$ cat src/design/kspb_pkg.sv
`timescale 1ns / 1ps
// ----------------------------------------------------------------------------
// Knight shortest path package
// Shared types, constants and the knight move table for the search block.
// ----------------------------------------------------------------------------
package kspb_pkg;

   // Field widths fixed by the interface.
   localparam int COORD_W   = 6;
   localparam int DIM_W     = 7;
   localparam int DIST_W    = 12;
   localparam int CSR_IDX_W = 2;

   // Default largest board side.
   localparam int MAX_DIM_DEF = 64;

   // Reset board size.
   localparam logic [DIM_W-1:0] DIM_RESET = 7'd8;

   // Register indexes of the configuration port.
   localparam logic [CSR_IDX_W-1:0] REG_BOARD_ROWS = 2'd0;
   localparam logic [CSR_IDX_W-1:0] REG_BOARD_COLS = 2'd1;

   // Knight move offsets, one entry per move number.
   localparam logic signed [2:0] KNIGHT_DR [8] = '{
      3'sd2, 3'sd2, -3'sd2, -3'sd2, 3'sd1, 3'sd1, -3'sd1, -3'sd1};
   localparam logic signed [2:0] KNIGHT_DC [8] = '{
      -3'sd1, 3'sd1, -3'sd1, 3'sd1, -3'sd2, 3'sd2, -3'sd2, 3'sd2};

   // Request payload.
   typedef struct packed {
      logic [COORD_W-1:0] src_row;
      logic [COORD_W-1:0] src_col;
      logic [COORD_W-1:0] dst_row;
      logic [COORD_W-1:0] dst_col;
   } req_type;

   // Response payload.
   typedef struct packed {
      logic              reachable;
      logic [DIST_W-1:0] move_count;
   } rsp_type;

   // Sequencer states.
   typedef enum logic [2:0] {
      ST_IDLE,
      ST_CLEAR,
      ST_SEED,
      ST_POP,
      ST_FETCH,
      ST_MOVE,
      ST_PROBE,
      ST_DONE
   } state_type;

endpackage

$ cat src/design/kspb_move_unit.sv
`timescale 1ns / 1ps
// ----------------------------------------------------------------------------
// Knight move unit
// Shared adder and bounds compare: applies one knight move to a square and
// tells whether the new square lies on the board.
// ----------------------------------------------------------------------------
module kspb_move_unit #(
   parameter int DW = 6
) (
   input  logic [DW-1:0]   cur_row,
   input  logic [DW-1:0]   cur_col,
   input  logic [2:0]      move_num,
   input  logic [DW:0]     rows,
   input  logic [DW:0]     cols,
   output logic [2*DW-1:0] nb_idx,
   output logic            on_board
);

   logic signed [DW+1:0] nr;
   logic signed [DW+1:0] nc;

   // Add the move offsets, then check both coordinates against the board.
   always_comb begin
      nr = $signed({2'b00, cur_row}) + (DW+2)'(kspb_pkg::KNIGHT_DR[move_num]);
      nc = $signed({2'b00, cur_col}) + (DW+2)'(kspb_pkg::KNIGHT_DC[move_num]);
      on_board = !nr[DW+1] && !nc[DW+1] && (nr[DW:0] < rows) && (nc[DW:0] < cols);
      nb_idx = {nr[DW-1:0], nc[DW-1:0]};
   end

endmodule

$ cat config.mk
export PLATFORM = sky130hd
export DESIGN_NAME = kspb_move_unit
export DESIGN_NICKNAME = d
export VERILOG_FILES = /design/src/design/kspb_pkg.sv /design/src/design/kspb_move_unit.sv
export SDC_FILE = /design/constraint.sdc
export NUM_CORES = 1
export LEC_CHECK = 0
export CAP_MARGIN = 40
export CORE_MARGIN = 2
export CORE_UTILIZATION = 65
export DETAILED_ROUTE_END_ITERATION = 8
export DONT_BUFFER_PORTS = 1
export PLACE_DENSITY = 0.89
export SLEW_MARGIN = 20
export SYNTH_ARGS = -nofsm -noshare
export SYNTH_HDL_FRONTEND = slang
export SYNTH_SLANG_ARGS = --single-unit
$ cat constraint.sdc
create_clock -name vclk -period 4.5
set_input_delay 0.675 -clock vclk [all_inputs]
set_output_delay 0.675 -clock vclk [all_outputs]
set_load 0.1 [all_outputs]
==> results.txt <==
The busiest metal layer after global routing is met2. The final layout contains routed wiring with a total length of 2.07 mm. The number of port buffers came out at 0. The total vias in the final route is 885.

The width of the chip came out at 41.2 um. The transition time at the pin with the least slew margin came out at 0.876 ns. The total setup violations reported at the end of the flow came out at 0. At the worst endpoint, the required time is 3.83 ns. For this run the aggregate overflow at the end of global routing stands at 0. The cell area after synthesis came out at 898 um2. The design has 0 sequential cells.

By startpoint and endpoint, the worst setup path is classified as in2out. The die is 41.2 um tall. The analysis attributes to cell leakage a power of 0.612 nW. The core outline area is 1300 um2. The placed cell area is 1130 um2.

The proportion of layout cells with a drive suffix above 1 came out at 0.158. The relative contribution of sequential cells to total power came out at 0. The met1 usage in global routing came out at 0.303.

The dominant cell type by area after synthesis is sky130_fd_sc_hd__ha_1. The first global-routing pass estimated 3.05 mm of wire. The met2 routing resource usage after global routing is 0.527. The portion of the clock cycle consumed by the worst path in the final layout is 0.944. The final weighted congestion in routability-driven placement came out at 0.707.

The relative max-transition margin is 0.416. The final count of hold timing violations came out at 0. Along the worst path, the maximum fanout reaches 3. The number of pins exceeding their max-slew limit in the final report came out at 0.

After the flow finishes, the layout carries non-filler instances totaling 148. The area of all placed cells without fillers is 1130 um2. The cell count after synthesis came out at 121. After synthesis, the largest family of logic cells by area is adder cells. The total negative slack came out at 0 ns. The die footprint is 1700 um2. The half-perimeter wire length after placement came out at 1.92 mm.

The met3 layer usage reported by global route is 0.0109. The number of clock buffers in the layout is 0. The share of the synthesized area in compound gates (AO/OA/AOI/OAI) is 0.234.

The share of Yosys cell area claimed by the top area cell type is 0.362. The endpoint arrival time on the critical path is 3.58 ns. The number of vias per cell came out at 5.98. Of the total power, the clock network draws 0. Setup repair after global routing left no endpoint under its margin. The via count of the first global-routing pass came out at 813. The sequential fraction of the synthesis area is 0. Across the VDD grid, the largest voltage drop is 0.000241 V.

The total placed cells including tap cells is 148. The number of nets in the synthesized netlist is 178. The critical path startpoint category is a primary input. STA classifies the critical path endpoint as an output port. The switching component of the power came out at 0.242 mW. The flow ran to the end, and the final reports show no timing, DRC or antenna violations. Compared with the post-synthesis result, the final layout area differs by 25.3%. The worst hold slack across all endpoints is 1.75 ns. Row generation in the floorplan step produced 13 rows. The post-synthesis share of cell area spent on full adders, half adders and majority gates is 0.407. Yosys attributes the largest share of cell area to sky130_fd_sc_hd__ha_1, sky130_fd_sc_hd__inv_1, sky130_fd_sc_hd__xnor2_1, sky130_fd_sc_hd__fa_1, sky130_fd_sc_hd__a21o_1.

The global routing usage summed across all routing layers came out at 0.261. In this run the worst hold path is classified as in2out. The internal cell power came out at 0.105 mW.

The switching power share of the total is 0.697. For this run, the post-layout net count is 192. The total of max-cap violations is 0.

The relative contribution of combinational cells to total power is 1.000. The share of synthesized area spent on multiplexers came out at 0. The number of inserted diodes is 0. The number of top-level design ports came out at 42. The number of warnings issued by yosys is 0. The total DRC errors in the routed layout is 0. The power per standard cell area came out at 308 nW/um2. The initial cell density of the core is 0.690. In this run the post-CTS setup repair buffer count came out at 0. The pin count of the biggest net entering global routing is 14. The post-layout minimum cycle time is 4.25 ns. Of the total synthesized cell area, the portion taken by XOR and XNOR cells is 0.0682.

The final setup slack of the worst path is 0.250 ns. Once detail routing completed, the nets flagged for antenna violations numbered 0. The worst setup timing slack at the placement stage is 0.260 ns. The distinct cell type count after synthesis is 28. The number of DRC violations after detailed-routing iteration 0 is 7. The hold-fix buffer count after cts came out at 0.

The average routed wire per standard cell is 14.0 um. Averaged over all synthesized cells, the footprint is 7.42 um2. The post-CTS resize count is 0. The sequential cells in the finished layout cover a total of 0 um2.

The first-pass iteration count of the detailed router is 4. The fraction of the mapped netlist area in simple logic gates is 0.191. Timing would allow up to 235 MHz.

The number of antenna violations at the first check in global routing is 0.
worst max-delay path, stage by stage:
cell                       delay, ns
sky130_fd_sc_hd__inv_1          0.08
sky130_fd_sc_hd__ha_1           0.18
sky130_fd_sc_hd__inv_1          0.05
sky130_fd_sc_hd__fa_1           0.46
sky130_fd_sc_hd__nor2b_1        0.15
sky130_fd_sc_hd__o21a_1         0.15
sky130_fd_sc_hd__o21a_1         0.20
sky130_fd_sc_hd__nor2_4         0.06
sky130_fd_sc_hd__ha_1           0.30
sky130_fd_sc_hd__a21o_1         0.16
sky130_fd_sc_hd__a21oi_1        0.12
sky130_fd_sc_hd__o21ai_0        0.13
sky130_fd_sc_hd__a221oi_1       0.36
sky130_fd_sc_hd__and4b_2        0.31
sky130_fd_sc_hd__buf_12         0.18
layer usage:
layer  share of wire  wire length (um)  vias up
met5               0                 0        -
met4           0.011                23        0
met3           0.043                90        2
met2            0.53              1100       26
met1            0.41               857      403
li1                -                 -      454
path summary, 6_finish.rpt:
kind / startpoint / end / slack (ns) / cells past startpoint
hold / removal: cur_col[0] / nb_idx[0] / 1.75 / 2
setup / recovery: move_num[2] / on_board / 0.25 / 15
per-stage QoR:
step / total power, mW / util
3_5_place_dp: 0.346 / 0.865
2_1_floorplan: 0.287 / -
4_1_cts: 0.347 / 0.865
5_1_grt: 0.368 / 0.865
3_3_place_gp: 0.335 / 0.865
6_report: 0.347 / 0.865
area by class of cell:
cell class | instances | area (um2)
Fill cell | 79 | 175
Inverter | 24 | 90.1
Multi-Input combinational cell | 97 | 915
Tap cell | 15 | 18.8
Timing Repair Buffer | 12 | 103
Yosys cell counts (all sizes together) (2+ instances only):
cell,instances
a211oi,2
a21o,5
a21oi,6
a221oi,2
fa,2
ha,26
inv,24
nand2,6
nand2b,5
nand3,2
nand4,2
nor2,6
nor2b,4
nor3,3
nor3b,3
o21a,3
o21ai,4
xnor2,7
logic make-up after synthesis:
kind of cell | after synthesis
buffers and inverters | 24
AO/OA/AOI/OAI | 30
AND/OR/NAND/NOR | 32
adder cells (fa/ha/maj) | 28
XOR/XNOR | 7
power by group through the flow:
stage                     clock (mW)  combinational (mW)  sequential (mW)
after floorplan                    0               0.287                0
after global placement             0               0.335                0
after detailed placement           0               0.346                0
after CTS                          0               0.347                0
after global routing               0               0.368                0
final                              0               0.347                0
cell usage in the layout, fill, tap and decap left out:
master	instances
sky130_fd_sc_hd__a2111oi_0	1
sky130_fd_sc_hd__a211o_1	1
sky130_fd_sc_hd__a211oi_1	2
sky130_fd_sc_hd__a21boi_0	1
sky130_fd_sc_hd__a21o_1	5
sky130_fd_sc_hd__a21oi_1	6
sky130_fd_sc_hd__a221oi_1	2
sky130_fd_sc_hd__a311oi_1	1
sky130_fd_sc_hd__a31oi_1	1
sky130_fd_sc_hd__and4b_2	1
sky130_fd_sc_hd__buf_12	1
sky130_fd_sc_hd__buf_4	11
sky130_fd_sc_hd__fa_1	2
sky130_fd_sc_hd__ha_1	26
sky130_fd_sc_hd__inv_1	24
sky130_fd_sc_hd__nand2_1	6
sky130_fd_sc_hd__nand2b_1	5
sky130_fd_sc_hd__nand3_1	2
sky130_fd_sc_hd__nand4_1	2
sky130_fd_sc_hd__nor2_1	5
sky130_fd_sc_hd__nor2_4	1
sky130_fd_sc_hd__nor2b_1	4
sky130_fd_sc_hd__nor3_1	3
sky130_fd_sc_hd__nor3b_1	3
sky130_fd_sc_hd__o2111ai_1	1
sky130_fd_sc_hd__o21a_1	3
sky130_fd_sc_hd__o21ai_0	3
sky130_fd_sc_hd__o21ai_1	1
sky130_fd_sc_hd__o311a_1	1
sky130_fd_sc_hd__o311ai_0	1
sky130_fd_sc_hd__xnor2_2	3
sky130_fd_sc_hd__xnor2_4	4
Power figures use the tool's default switching activity.
